==> src/hdl/u8d_pkg.sv <==
`timescale 1ns / 1ps
`default_nettype none

package u8d_pkg;

    localparam int BYTE_W = 8;
    localparam int CP_W   = 21;
    localparam int LEN_W  = 3;
    localparam int ST_W   = 2;
    localparam int REM_W  = 2;

    localparam logic [ST_W-1:0] ST_OK       = 2'd0;
    localparam logic [ST_W-1:0] ST_BAD_LEAD = 2'd1;
    localparam logic [ST_W-1:0] ST_BAD_CONT = 2'd2;

    typedef struct packed {
        logic [CP_W-1:0]  codepoint;
        logic [LEN_W-1:0] seq_length;
        logic [ST_W-1:0]  status;
    } t_result;

endpackage

`default_nettype wire

==> src/hdl/utf8_byte_stream_decoder.sv <==
`timescale 1ns / 1ps
`default_nettype none

// Channel  Direction  Handshake          Payload
// input    in         i_valid / o_ready  i_data_byte[7:0]
// result   out        o_valid / i_ready  o_codepoint[20:0], o_seq_length[2:0], o_status[1:0]
//
// One byte per cycle sustained while the result side is not stalled; a result passes the
// input register, then the result register, after the edge that accepts its last byte.
// Valid lead bytes of multi-byte sequences and middle continuation bytes produce no result beat.
// Reset is synchronous, active low; it empties both registers and the decode state.
// A stalled result stops the input register; o_ready stays high while a beat can advance.

module utf8_byte_stream_decoder (
    input  wire logic                       i_clk,
    input  wire logic                       i_rst_n,
    input  wire logic                       i_valid,
    output logic                            o_ready,
    input  wire logic [u8d_pkg::BYTE_W-1:0] i_data_byte,
    output logic                            o_valid,
    input  wire logic                       i_ready,
    output logic [u8d_pkg::CP_W-1:0]        o_codepoint,
    output logic [u8d_pkg::LEN_W-1:0]       o_seq_length,
    output logic [u8d_pkg::ST_W-1:0]        o_status
);
    import u8d_pkg::*;

    logic              w_out_free;
    logic              w_advance;
    logic [BYTE_W-1:0] w_byte;
    logic              w_emit;
    t_result           w_result;

    u8d_in_stage u_in (
        .i_clk       (i_clk),
        .i_rst_n     (i_rst_n),
        .i_valid     (i_valid),
        .o_ready     (o_ready),
        .i_data_byte (i_data_byte),
        .i_out_free  (w_out_free),
        .o_advance   (w_advance),
        .o_byte      (w_byte)
    );

    u8d_decode u_dec (
        .i_clk     (i_clk),
        .i_rst_n   (i_rst_n),
        .i_advance (w_advance),
        .i_byte    (w_byte),
        .o_emit    (w_emit),
        .o_result  (w_result)
    );

    u8d_out_stage u_out (
        .i_clk        (i_clk),
        .i_rst_n      (i_rst_n),
        .i_load       (w_advance && w_emit),
        .i_result     (w_result),
        .o_free       (w_out_free),
        .o_valid      (o_valid),
        .i_ready      (i_ready),
        .o_codepoint  (o_codepoint),
        .o_seq_length (o_seq_length),
        .o_status     (o_status)
    );

endmodule

`default_nettype wire

==> src/hdl/u8d_in_stage.sv <==
`timescale 1ns / 1ps
`default_nettype none

module u8d_in_stage (
    input  wire logic                       i_clk,
    input  wire logic                       i_rst_n,
    input  wire logic                       i_valid,
    output logic                            o_ready,
    input  wire logic [u8d_pkg::BYTE_W-1:0] i_data_byte,
    input  wire logic                       i_out_free,
    output logic                            o_advance,
    output logic [u8d_pkg::BYTE_W-1:0]      o_byte
);
    import u8d_pkg::*;

    logic              r_valid;
    logic [BYTE_W-1:0] r_byte;

    // beat in the register is consumed when the result side can take it
    assign o_advance = r_valid && i_out_free;
    assign o_ready   = !r_valid || i_out_free;
    assign o_byte    = r_byte;

    always_ff @(posedge i_clk) begin
        if (!i_rst_n) begin
            r_valid <= 1'b0;
        end else if (o_ready) begin
            r_valid <= i_valid;
        end
    end

    always_ff @(posedge i_clk) begin
        if (i_valid && o_ready) begin
            r_byte <= i_data_byte;
        end
    end

    a_hold: assert property (@(posedge i_clk) disable iff (!i_rst_n)
        (r_valid && !i_out_free) |=> (r_valid && $stable(r_byte)))
        else $error("held input beat lost or changed");

endmodule

`default_nettype wire

==> src/hdl/u8d_decode.sv <==
`timescale 1ns / 1ps
`default_nettype none

module u8d_decode (
    input  wire logic                       i_clk,
    input  wire logic                       i_rst_n,
    input  wire logic                       i_advance,
    input  wire logic [u8d_pkg::BYTE_W-1:0] i_byte,
    output logic                            o_emit,
    output u8d_pkg::t_result                o_result
);
    import u8d_pkg::*;

    logic [REM_W-1:0] r_rem,   n_rem;
    logic [LEN_W-1:0] r_total, n_total;
    logic [CP_W-1:0]  r_acc,   n_acc;

    logic [CP_W-1:0]  w_cont_bits;
    logic [CP_W-1:0]  w_acc_cont;
    logic [REM_W-1:0] w_rem_dec;

    always_comb begin
        case (r_rem)
            2'd1:    w_cont_bits = {15'd0, i_byte[5:0]};
            2'd2:    w_cont_bits = {9'd0, i_byte[5:0], 6'd0};
            2'd3:    w_cont_bits = {3'd0, i_byte[5:0], 12'd0};
            default: w_cont_bits = '0;
        endcase
    end

    assign w_acc_cont = r_acc | w_cont_bits;
    assign w_rem_dec  = r_rem - 2'd1;

    always_comb begin
        n_rem    = r_rem;
        n_total  = r_total;
        n_acc    = r_acc;
        o_emit   = 1'b0;
        o_result = '0;
        if (r_rem == '0) begin
            if (!i_byte[7]) begin
                o_emit              = 1'b1;
                o_result.codepoint  = {13'd0, i_byte};
                o_result.seq_length = 3'd1;
                o_result.status     = ST_OK;
            end else if (!i_byte[6]) begin
                o_emit          = 1'b1;
                o_result.status = ST_BAD_LEAD;
            end else if (!i_byte[5]) begin
                n_acc   = {10'd0, i_byte[4:0], 6'd0};
                n_total = 3'd2;
                n_rem   = 2'd1;
            end else if (!i_byte[4]) begin
                n_acc   = {5'd0, i_byte[3:0], 12'd0};
                n_total = 3'd3;
                n_rem   = 2'd2;
            end else if (!i_byte[3]) begin
                n_acc   = {i_byte[2:0], 18'd0};
                n_total = 3'd4;
                n_rem   = 2'd3;
            end else begin
                o_emit          = 1'b1;
                o_result.status = ST_BAD_LEAD;
            end
        end else if (i_byte[7:6] != 2'b10) begin
            n_rem           = '0;
            n_total         = '0;
            n_acc           = '0;
            o_emit          = 1'b1;
            o_result.status = ST_BAD_CONT;
        end else if (w_rem_dec == '0) begin
            o_emit              = 1'b1;
            o_result.codepoint  = w_acc_cont;
            o_result.seq_length = r_total;
            o_result.status     = ST_OK;
            n_rem               = '0;
            n_total             = '0;
            n_acc               = '0;
        end else begin
            n_acc = w_acc_cont;
            n_rem = w_rem_dec;
        end
    end

    always_ff @(posedge i_clk) begin
        if (!i_rst_n) begin
            r_rem   <= '0;
            r_total <= '0;
            r_acc   <= '0;
        end else if (i_advance) begin
            r_rem   <= n_rem;
            r_total <= n_total;
            r_acc   <= n_acc;
        end
    end

    a_idle_clear: assert property (@(posedge i_clk) disable iff (!i_rst_n)
        (r_rem == '0) |-> (r_total == '0 && r_acc == '0))
        else $error("state not cleared while awaiting lead byte");

    a_total_fits: assert property (@(posedge i_clk) disable iff (!i_rst_n)
        (r_rem != '0) |-> ({1'b0, r_rem} < r_total && r_total <= 3'd4))
        else $error("sequence length inconsistent with bytes remaining");

    a_err_zero: assert property (@(posedge i_clk) disable iff (!i_rst_n)
        (o_emit && o_result.status != ST_OK)
            |-> (o_result.codepoint == '0 && o_result.seq_length == '0))
        else $error("error result carries payload");

    a_ok_len: assert property (@(posedge i_clk) disable iff (!i_rst_n)
        (o_emit && o_result.status == ST_OK) |-> (o_result.seq_length != '0))
        else $error("ok result with zero length");

endmodule

`default_nettype wire

==> src/hdl/u8d_out_stage.sv <==
`timescale 1ns / 1ps
`default_nettype none

module u8d_out_stage (
    input  wire logic                    i_clk,
    input  wire logic                    i_rst_n,
    input  wire logic                    i_load,
    input  wire u8d_pkg::t_result        i_result,
    output logic                         o_free,
    output logic                         o_valid,
    input  wire logic                    i_ready,
    output logic [u8d_pkg::CP_W-1:0]     o_codepoint,
    output logic [u8d_pkg::LEN_W-1:0]    o_seq_length,
    output logic [u8d_pkg::ST_W-1:0]     o_status
);
    import u8d_pkg::*;

    logic    r_valid;
    t_result r_result;

    assign o_free       = !r_valid || i_ready;
    assign o_valid      = r_valid;
    assign o_codepoint  = r_result.codepoint;
    assign o_seq_length = r_result.seq_length;
    assign o_status     = r_result.status;

    always_ff @(posedge i_clk) begin
        if (!i_rst_n) begin
            r_valid <= 1'b0;
        end else if (o_free) begin
            r_valid <= i_load;
        end
    end

    always_ff @(posedge i_clk) begin
        if (o_free && i_load) begin
            r_result <= i_result;
        end
    end

    a_no_overwrite: assert property (@(posedge i_clk) disable iff (!i_rst_n)
        (r_valid && !i_ready) |=> (r_valid && $stable(r_result)))
        else $error("pending result overwritten");

endmodule

`default_nettype wire
==> config.mk <==
export PLATFORM = sky130hd
export DESIGN_NAME = utf8_byte_stream_decoder
export DESIGN_NICKNAME = d
export VERILOG_FILES = /design/src/hdl/u8d_pkg.sv /design/src/hdl/utf8_byte_stream_decoder.sv /design/src/hdl/u8d_in_stage.sv /design/src/hdl/u8d_decode.sv /design/src/hdl/u8d_out_stage.sv
export SDC_FILE = /design/constraint.sdc
export NUM_CORES = 1
export LEC_CHECK = 0
export ABC_AREA = 1
export BUFFER_PORTS_ARGS = -buffer_cell sky130_fd_sc_hd__buf_4
export CORE_MARGIN = 2
export CORE_UTILIZATION = 53
export CTS_BUF_LIST = sky130_fd_sc_hd__clkbuf_8
export DETAILED_ROUTE_END_ITERATION = 10
export PLACE_DENSITY = 0.74
export SETUP_SLACK_MARGIN = 0.1
export SYNTH_ARGS = -nofsm -noshare
export SYNTH_HDL_FRONTEND = slang
export SYNTH_SLANG_ARGS = --single-unit
==> constraint.sdc <==
create_clock -name i_clk -period 1.9 [get_ports i_clk]
set_input_delay 0 -clock i_clk [delete_from_list [all_inputs] [get_ports i_clk]]
set_output_delay 0 -clock i_clk [all_outputs]
set_load 0.05 [all_outputs]
==> results of run 1 <==
==> stage by stage <==
stage / power, µW / worst slack [ns] / hold WS [ns] / utilization [%] / cell area [µm²]
after global routing: 3000 / 0.115 / 0.0423 / 68.5 / 3500
after global placement: 1990 / 0.273 / 0.178 / 63.4 / 3240
after detailed placement: 2000 / 0.227 / 0.179 / 63.4 / 3240
final: 2890 / 0.236 / 0.0433 / 68.5 / 3500
after floorplan: 1860 / 0.119 / 0.0989 / - / 2850
after CTS: 2900 / 0.213 / 0.0361 / 68.5 / 3500
==> sequential cells by signal, summed over array words and instances, names as in the netlist <==
| signal | cells |
|---|---|
| u_dec.r_acc | 21 |
| u_dec.r_rem | 2 |
| u_dec.r_total | 3 |
| u_in.o_byte | 8 |
| u_in.r_valid | 1 |
| u_out.o_codepoint | 21 |
| u_out.o_seq_length | 3 |
| u_out.o_status | 2 |
| u_out.o_valid | 1 |
==> layout make-up <==
class,instances,area (µm²)
repair buffers,58,488
fillers,421,1610
flip-flops and latches,62,1580
inverters,53,203
clock inverters,7,26.3
multi-input cells,184,990
clock buffers,9,124
well taps,70,87.6
==> synthesized netlist by cell type (all sizes together) <==
cell type | n | share of area (%)
nand3 | 16 | 3.3
buf | 9 | 2.4
o211ai | 1 | 0.27
nand3b | 3 | 0.93
o22ai | 6 | 1.3
nand2 | 51 | 7.4
nor3 | 9 | 1.8
nand4 | 3 | 0.67
inv | 53 | 7.1
edfxtp | 34 | 36
o21ai | 11 | 2.4
a21oi | 35 | 7.6
dfxtp | 28 | 20
nor2 | 44 | 6.2
clkbuf | 2 | 0.27
ha | 5 | 2.2
==> report_power, final <==
group / leakage (µW) / total, µW / internal (µW) / switching (µW)
Clock: 0.0000907 / 904 / 440 / 464
Combinational: 0.000782 / 483 / 156 / 327
Sequential: 0.000550 / 1510 / 1480 / 27.9
Total: 0.00142 / 2890 / 2080 / 819
==> worst min path at each step <==
stage                                         end  cells past startpoint
finish              u_dec.r_total[0]$_SDFFE_PN0P_                      3
global route          u_dec.r_acc[6]$_SDFFE_PN0P_                      3
CTS                   u_dec.r_acc[6]$_SDFFE_PN0P_                      3
detailed placement       u_in.o_byte[4]$_DFFE_PP_                      1
global placement         u_in.o_byte[5]$_DFFE_PP_                      1
floorplan                u_in.o_byte[0]$_DFFE_PP_                      0
==> metal layers <==
layer | global-route usage, % | share of wire (%) | up-vias
li1 | - | - | 1122
met1 | 28.8 | 43 | 1054
met2 | 36.1 | 50 | 68
met3 | 6.00 | 5.9 | 6
met4 | 8.73 | 0.90 | 0
met5 | 0 | 0 | -
==> timing repair <==
action	in CTS	in global routing
setup buffers	0	0
hold endpoints to repair	10	0
hold buffers	11	0
gates resized for setup	0	4
endpoints found under the setup margin	0	16
==> kinds of logic (layout without fill, tap and decap cells) <==
| kind of cell | Yosys count | in the layout |
|---|---|---|
| buf+inv | 64 | 127 |
| fa+ha+maj | 5 | 5 |
| simple gates | 126 | 126 |
| compound gates | 53 | 53 |
| flops | 62 | 62 |
==> critical path, cell delays in order (launching register included) <==
cell	delay [ns]
dfxtp_2	0.34
inv_1	0.15
ha_4	0.28
inv_2	0.08
nand3b_4	0.13
nand3_2	0.12
clkinvlp_4	0.12
buf_12	0.15
==> results.sh, run 1 <==
export IMPL_outcome="finished clean"
export IMPL_first_pass_iters=4
export IMPL_crit_path_class="reg -> reg"
export IMPL_routedWlPerCell_um=13.9
export IMPL_flow_area_growth_from_synthesis_pct=24.4
export IMPL_timing_max_slew_rel_slack_pct=67.5
export IMPL_numCtsBuffers=9
export IMPL_htreeDepth=3
export IMPL_grt_pass1_vias=2138
export IMPL_n_antenna_cell=0
export IMPL_mappedNetlistArea_um2=2820
export IMPL_hold_viol_final=0
export IMPL_die_height_um=76.9
export IMPL_r2r_slack_ns=0.24
export IMPL_startpoint_type="register"
export IMPL_termination_of_the_worst_setup_path="u_out.o_codepoint[7]$_SDFFCE_PP0P_"
export IMPL_synth_top_family_by_area="simple AND/OR/NAND/NOR gates"
export IMPL_timing_rr_end="u_out.o_codepoint[7]$_SDFFCE_PP0P_"
export IMPL_die_width_um=76.9
export IMPL_synth_compound_area_share_pct=11.5
export IMPL_dp_hpwl_um=4200
export IMPL_part_of_the_yosys_area_used_for_sequential_elements_pct=56.2
export IMPL_num_io_pins=40
export IMPL_first_pass_grt_wire_length_um=10100
export IMPL_worst_endpoint_arrival_ns=1.71
export IMPL_finish_net_count=385
export IMPL_period_share_pct=87.6
export IMPL_cts_root_buf="clkbuf_8"
export IMPL_clkSlewWorstSetupHoldPaths_ns=0.06
export IMPL_die_area_um2=5910
export IMPL_tns_ns=0
export IMPL_max_cap_viol_count=0
export IMPL_drv_slew=0
export IMPL_holdCritStartpoint="i_rst_n"
export IMPL_globalRoute_totalOverflow=0
export IMPL_cp_end_kind="register"
export IMPL_drive_gt1_share_pct=22.0
export IMPL_period_minus_slack_ns=1.66
export IMPL_vias=2250
export IMPL_fp_row_count=26
export IMPL_setup_viol=0
export IMPL_ant_nets=0
export IMPL_ys_types=28
export IMPL_cts_tree="done"
export IMPL_final_setup_skew_ns=0.00358
export IMPL_r2r_start="u_dec.r_rem[0]$_SDFFE_PN0P_"
export IMPL_dr_vias_cell=5.08
export IMPL_dp_cells=416
export IMPL_starting_density_of_the_core_pct=55.1
export IMPL_drt_total_wl_um=6140
export IMPL_power_static_leakage_uw=0.00142
export IMPL_mostFrequentLayoutCell="inv_1"
export IMPL_synth_fp_nets=327
export IMPL_yosys_warnings=0
export IMPL_post_synth_mux_area_share_pct=0
export IMPL_power_density_nw_per_um2=827
export IMPL_gpl_final_weighted_congestion=0.877
export IMPL_initialDrtViolationCount=137
export IMPL_globalRouteTotalUtil_pct=22.4
export IMPL_worstMarginPinSlew_ns=0.485
export IMPL_fp_coreArea_um2=5110
export IMPL_final_cell_mix="inv_1, nand2_1, buf_4"
export IMPL_grt_max_degree=23
export IMPL_layout_cells_non_filler=443
export IMPL_synth_adder_area_share_pct=2.22
export IMPL_critical_path_required_ns=1.95
export IMPL_hold_path_class="in -> reg"
export IMPL_power_ir_vdd_worst_mv=0.415
export IMPL_clock_sink_count=62
export IMPL_reg2reg_depth=7
export IMPL_syn_inst=310
export IMPL_crit_fanout=15
export IMPL_synth_xor_xnor_area_share_pct=0
export IMPL_synth_simple_gate_area_share_pct=20.3
export IMPL_grt_setup_unrepaired="false"
export IMPL_syn_avg_cell_area_um2=9.08
export IMPL_io_buffer_count=39
export IMPL_crit_path_start="u_dec.r_rem[0]$_SDFFE_PN0P_"
export IMPL_clk_latency_ns=0.33
export IMPL_cts_root_to_sink_buffers=2
export IMPL_clock_fmax_mhz=601
export IMPL_yosys_register_bits=62
export IMPL_remaining_drc_errors=0
export IMPL_number_of_antenna_violations_at_the_first_check_in_global_routing=0
No activity file was read; power rests on OpenSTA's default activity.
==> inputs of run 2 (changes only) <==
ABC_AREA = 0   (was 1)
CORE_UTILIZATION = 52   (was 53)
PLACE_DENSITY = 0.73   (was 0.74)
==> run 2 against run 1 <==
  * Synthesized cell count is 34% lower
  * Combinational power is 25% lower
  * Sequential cell count did not move
  * Via count shrank 16%
  * Largest power group unchanged
  * Sequential power about the same
  * Critical path type unchanged
  * Die area decreased by 8.5%
  * Sequential share of layout area increased by 1.5 points
  * First-iteration DRC count fell by 21%
==> results.sh, run 2 <==
export IMPL_outcome="finished clean"
export IMPL_vias=1879
export IMPL_gpl_final_weighted_congestion=0.879
export IMPL_period_minus_slack_ns=1.73
export IMPL_setup_viol=0
export IMPL_globalRouteMet3Util_pct=4.66
export IMPL_timing_max_slew_rel_slack_pct=69.7
export IMPL_grt_max_degree=27
export IMPL_finish_net_count=292
export IMPL_yosys_warnings=0
export IMPL_synth_top_area_share_pct=40.6
export IMPL_fp_coreArea_um2=4690
export IMPL_globalRouteTotalUtil_pct=21.8
export IMPL_crit_path_class="reg -> reg"
export IMPL_total_power_uw=3180
export IMPL_cts_tree="done"
export IMPL_remaining_drc_errors=0
export IMPL_die_height_um=73.5
export IMPL_n_antenna_cell=0
export IMPL_crit_fanout=5
export IMPL_synth_async_reset_ratio_pct=0
export IMPL_hold_path_class="in -> reg"
export IMPL_peak_usage_layer_in_the_global_routing_report="met2"
export IMPL_p_int_uw=2360
export IMPL_clk_latency_ns=0.34
export IMPL_synth_fp_nets=223
export IMPL_worstPathBufferInverterCount=1
export IMPL_yosys_top_cells_count="edfxtp_1, dfxtp_1, a21oi_1"
export IMPL_syn_inst=206
export IMPL_synth_edff_count=34
export IMPL_yosys_area_top_type="edfxtp_1"
export IMPL_cts_root_buf="clkbuf_8"
export IMPL_cp_slowest_cell="or4_4"
export IMPL_comb_power_share_pct=11.4
export IMPL_holdCritStartpoint="i_ready"
export IMPL_critical_path_required_ns=2.13
export IMPL_die_area_um2=5410
export IMPL_htreeDepth=3
export IMPL_part_of_the_yosys_area_used_for_sequential_elements_pct=62.9
export IMPL_clock_sink_count=62
export IMPL_met2_usage_pct=35.4
export IMPL_first_pass_iters=4
export IMPL_max_cap_viol_count=0
export IMPL_number_of_antenna_violations_at_the_first_check_in_global_routing=0
export IMPL_worstMarginPinSlew_ns=0.453
export IMPL_r2r_slack_ns=0.17
export IMPL_power_ir_vdd_worst_mv=0.596
export IMPL_drive_gt1_share_pct=33.6
export IMPL_globalRoute_totalOverflow=0
export IMPL_initialDrtViolationCount=108
export IMPL_worstPathCellList="inv_1, ha_4, a21boi_4, or4_4, o21ai_4, nor2_1"
export IMPL_dr_vias_cell=5.63
export IMPL_die_width_um=73.5
export IMPL_dp_hpwl_um=3540
export IMPL_hold_viol_final=0
export IMPL_yosys_register_bits=62
export IMPL_period_share_pct=91.3
export IMPL_reg2reg_depth=6
export IMPL_syn_avg_cell_area_um2=12.2
export IMPL_drv_slew=0
export IMPL_startpoint_type="register"
export IMPL_slowest_delay_ns=0.56
export IMPL_groute_layer_met1_usage_pct=27.7
export IMPL_final_cell_mix="buf_4, edfxtp_1, dfxtp_1"
export IMPL_grt_setup_unrepaired="true"
export IMPL_clock_fmax_mhz=577
export IMPL_numCtsBuffers=9
export IMPL_worst_hold_path_endpoint="u_in.r_valid$_SDFFE_PN0N_"
export IMPL_r2r_start="u_dec.r_rem[1]$_SDFFE_PN0P_"
export IMPL_timing_rr_end="u_dec.r_acc[2]$_SDFFE_PN0P_"
export IMPL_share_clk_of_total_power_pct=41.8
export IMPL_starting_density_of_the_core_pct=53.6
export IMPL_cts_root_to_sink_buffers=2
export IMPL_drt_total_wl_um=5310
export IMPL_ant_nets=0
export IMPL_cp_end_kind="register"
export IMPL_net_switching_power_figure_uw=817
export IMPL_final_setup_skew_ns=0.00899
export IMPL_mostFrequentLayoutCell="buf_4"
export IMPL_clkSlewWorstSetupHoldPaths_ns=0.08
export IMPL_yosys_cell_count_top_type="edfxtp_1"
export IMPL_ys_dominant_reg_cell="edfxtp_1"
export IMPL_fp_row_count=25
export IMPL_tns_ns=0
export IMPL_power_density_nw_per_um2=936
export IMPL_ys_types=44
export IMPL_power_static_leakage_uw=0.00132
export IMPL_swShare_pct=25.7
export IMPL_flow_area_growth_from_synthesis_pct=35.1
export IMPL_first_pass_grt_wire_length_um=8610
export IMPL_hold_depth=4
export IMPL_num_io_pins=40
export IMPL_leading_cell_types_by_total_area_after_synthesis="edfxtp_1, dfxtp_1, a22o_1"
export IMPL_seq_power_share_pct=46.8
export IMPL_mappedNetlistArea_um2=2510
export IMPL_grt_pass1_vias=1781
export IMPL_cpLargestDelayFamily="simple AND/OR/NAND/NOR gates"
export IMPL_routedWlPerCell_um=15.9
export IMPL_worst_endpoint_arrival_ns=1.97
export IMPL_io_buffer_count=39
==> run 2: worst min-delay path: stages <==
cell	delay (ns)
buf_4	0.08
nor2b_2	0.09
a21oi_1	0.16
nor2b_1	0.05
==> run 2: how the worst max path moves through the flow <==
stage                                start                              to  slack [ns]  cells after the start
2_1_floorplan  u_dec.r_rem[0]$_SDFFE_PN0P_    u_dec.r_acc[10]$_SDFFE_PN0P_        0.11                      8
3_5_place_dp   u_dec.r_rem[1]$_SDFFE_PN0P_    u_dec.r_acc[13]$_SDFFE_PN0P_        0.04                      7
3_3_place_gp   u_dec.r_rem[1]$_SDFFE_PN0P_    u_dec.r_acc[14]$_SDFFE_PN0P_        0.07                      7
4_1_cts        u_dec.r_rem[1]$_SDFFE_PN0P_    u_dec.r_acc[20]$_SDFFE_PN0P_        0.11                      6
5_1_grt        u_dec.r_rem[1]$_SDFFE_PN0P_  u_out.o_codepoint[5]$_DFFE_PP_        0.07                      6
6_report       u_dec.r_rem[1]$_SDFFE_PN0P_     u_dec.r_acc[2]$_SDFFE_PN0P_        0.17                      6
==> run 2: layer usage <==
metal | up-vias | routed length, µm
li1 | 900 | -
met1 | 909 | 2300
met2 | 63 | 2650
met3 | 7 | 303
met4 | 0 | 62
met5 | - | 0
==> run 2: cell families after synthesis <==
family | share of synthesized area [%]
compound gates | 17.0
fa+ha+maj | 2.49
buf+inv | 2.54
flops | 62.9
simple gates | 15.0
==> run 2: layout make-up <==
type | instances | area (µm²)
sequential | 62 | 1590
fill | 336 | 1300
multi-input combinational | 130 | 942
timing repair buffer | 67 | 553
clock buffer | 9 | 124
clock inverter | 7 | 105
tap | 54 | 67.6
inverter | 5 | 18.8
==> run 2: timing repair <==
item | in CTS | in global routing
gates cloned | 1 | 0
buffers inserted | 1 | 1
endpoints found under the setup margin | 45 | 64
gates resized for setup | 3 | 9
endpoints found under the hold margin | 14 | 0
pin swaps | 4 | 9
hold buffers | 10 | 0
==> run 2: through the flow <==
| stage | std cells | hold WS [ns] | area (µm²) | utilization [%] | worst slack (ns) |
|---|---|---|---|---|---|
| 4_1_cts | 333 | 0.149 | 3340 | 71.1 | 0.107 |
| 3_5_place_dp | 305 | 0.179 | 2980 | 63.5 | 0.0374 |
| 5_1_grt | 334 | 0.131 | 3400 | 72.4 | 0.0709 |
| 2_1_floorplan | 206 | 0.0989 | 2530 | - | 0.107 |
| 3_3_place_gp | 305 | 0.178 | 2980 | 63.5 | 0.0720 |
| 6_report | 334 | 0.0777 | 3400 | 72.4 | 0.166 |
==> run 2: power by group through the flow <==
stage	Combinational, µW	Clock [µW]	Sequential, µW
after floorplan	134	0	1600
after global placement	323	0	1520
after detailed placement	324	0	1520
after CTS	349	1340	1490
after global routing	387	1400	1490
final	364	1330	1490
==> inputs of run 3 (changes only) <==
CORE_MARGIN = 1.5   (was 2)
==> run 3 against run 2 <==
  * Via count decreased by 0.59%
  * Clock power decreased by 5%
  * Sequential share of layout area decreased by 0.26 points
  * First-iteration DRC count decreased by 13%
  * Clock skew decreased by 0.0030 ns
  * Sequential power about the same
  * Utilization increased by 0.40 points
  * Largest power group unchanged
  * Highest routed layer unchanged
==> results.sh, run 3 (synthesis results as in run 2) <==
export IMPL_outcome="finished clean"
export IMPL_cts_tree="done"
export IMPL_cts_root_to_sink_buffers=2
export IMPL_die_height_um=72.5
export IMPL_power_static_leakage_uw=0.00133
export IMPL_vias=1868
export IMPL_first_pass_grt_wire_length_um=7910
export IMPL_globalRouteTotalUtil_pct=20.3
export IMPL_die_width_um=72.5
export IMPL_critical_path_required_ns=2.13
export IMPL_crit_path_class="reg -> reg"
export IMPL_globalRoute_totalOverflow=0
export IMPL_worstMarginPinSlew_ns=0.463
export IMPL_num_io_pins=40
export IMPL_setup_viol=0
export IMPL_period_share_pct=90.6
export IMPL_drive_gt1_share_pct=35.1
export IMPL_final_setup_skew_ns=0.00599
export IMPL_multi_input_comb_area_um2=982
export IMPL_clk_latency_ns=0.34
export IMPL_hold_viol_final=0
export IMPL_starting_density_of_the_core_pct=53.6
export IMPL_startpoint_type="register"
export IMPL_timing_max_slew_rel_slack_pct=69.0
export IMPL_power_density_nw_per_um2=918
export IMPL_clkSlewWorstSetupHoldPaths_ns=0.06
export IMPL_reg2reg_depth=6
export IMPL_hold_path_class="in -> reg"
export IMPL_initialDrtViolationCount=94
export IMPL_routedWlPerCell_um=15.9
export IMPL_numCtsBuffers=9
export IMPL_mostFrequentLayoutCell="buf_4"
export IMPL_r2r_slack_ns=0.18
export IMPL_cts_root_buf="clkbuf_8"
export IMPL_dp_hpwl_um=3350
export IMPL_fp_coreArea_um2=4690
export IMPL_seq_area_um2=1590
export IMPL_place_ws_ns=0.0341
export IMPL_n_antenna_cell=0
export IMPL_grt_pass1_vias=1702
export IMPL_max_cap_viol_count=0
export IMPL_timing_rr_end="u_dec.r_acc[1]$_SDFFE_PN0P_"
export IMPL_termination_of_the_worst_setup_path="u_dec.r_acc[1]$_SDFFE_PN0P_"
export IMPL_power_ir_vdd_worst_mv=0.686
export IMPL_fp_row_count=25
export IMPL_clock_fmax_mhz=581
export IMPL_dr_vias_cell=5.56
export IMPL_htreeDepth=3
export IMPL_gpl_final_weighted_congestion=0.860
export IMPL_number_of_antenna_violations_at_the_first_check_in_global_routing=0
export IMPL_crit_fanout=5
export IMPL_worst_hold_slack_ns=0.100
export IMPL_drv_slew=0
export IMPL_finish_net_count=294
export IMPL_period_minus_slack_ns=1.72
export IMPL_crit_path_start="u_dec.r_rem[0]$_SDFFE_PN0P_"
export IMPL_final_cell_mix="buf_4, edfxtp_1, dfxtp_1"
export IMPL_io_buffer_count=39
export IMPL_cp_end_kind="register"
export IMPL_r2r_start="u_dec.r_rem[0]$_SDFFE_PN0P_"
export IMPL_die_area_um2=5260
export IMPL_layout_filler_cells=337
export IMPL_worst_endpoint_arrival_ns=1.95
export IMPL_flow_area_growth_from_synthesis_pct=35.8
export IMPL_grt_setup_unrepaired="false"
export IMPL_first_pass_iters=4
export IMPL_grt_max_degree=27
export IMPL_tns_ns=0
export IMPL_remaining_drc_errors=0
export IMPL_ant_nets=0
export IMPL_clock_sink_count=62
export IMPL_layout_setup_ws_ns=0.179
export IMPL_drt_total_wl_um=5360
run 3: final cells by class:
| cell class | count | share of cell area, % |
|---|---|---|
| clock inverters | 6 | 2.53 |
| well taps | 54 | 1.98 |
| inverters | 5 | 0.550 |
| repair buffers | 66 | 15.7 |
| clock buffers | 10 | 4.03 |
| flip-flops and latches | 62 | 46.4 |
| multi-input cells | 133 | 28.8 |
run 3: per-layer routing:
| metal | up-vias | global-route usage [%] | share of wire (%) |
|---|---|---|---|
| li1 | 909 | - | - |
| met1 | 877 | 25.0 | 43 |
| met2 | 67 | 33.4 | 48 |
| met3 | 15 | 4.58 | 5.7 |
| met4 | 0 | 10.7 | 2.8 |
| met5 | - | 0 | 0 |
run 3: how the worst min path moves through the flow:
stage | start | end | slack (ns) | cells past startpoint
2_1_floorplan | i_data_byte[0] | u_in.o_byte[0]$_DFFE_PP_ | 0.1 | 0
3_3_place_gp | i_data_byte[0] | u_in.o_byte[0]$_DFFE_PP_ | 0.18 | 1
3_5_place_dp | i_data_byte[1] | u_in.o_byte[1]$_DFFE_PP_ | 0.18 | 1
4_1_cts | i_ready | u_in.r_valid$_SDFFE_PN0N_ | 0.16 | 4
5_1_grt | i_ready | u_in.r_valid$_SDFFE_PN0N_ | 0.12 | 4
6_report | i_ready | u_in.r_valid$_SDFFE_PN0N_ | 0.10 | 4
run 3: through the flow:
stage          std cells  power (µW)  instance area [µm²]  util, %
3_3_place_gp         302        1830                 2940     62.7
2_1_floorplan        206        1730                 2530        -
4_1_cts              330        3120                 3310     70.5
5_1_grt              336        3230                 3410     72.8
6_report             336        3130                 3410     72.8
3_5_place_dp         302        1830                 2940     62.7
run 3: worst max-delay path: stages (launching register included):
cell and delay [ns]:
dfxtp_2 0.32, inv_1 0.08, ha_4 0.18, and4_4 0.16
or4_4 0.55, o21ai_4 0.24, nor2_1 0.08
run 3: what timing repair did:
| action | 4_1_cts | 5_1_grt |
|---|---|---|
| pin swaps | 3 | 5 |
| setup buffers | 1 | 3 |
| gates resized for setup | 6 | 15 |
| setup endpoints to repair | 40 | 63 |
| cloned | 1 | 3 |
| hold buffers | 10 | 0 |
| endpoints found under the hold margin | 12 | 0 |
run 3: report_power, final:
group / switching, µW / internal, µW / total [µW]
clock network: 499 / 771 / 1270
registers: 27.4 / 1460 / 1490
logic: 228 / 146 / 374
total: 754 / 2380 / 3130
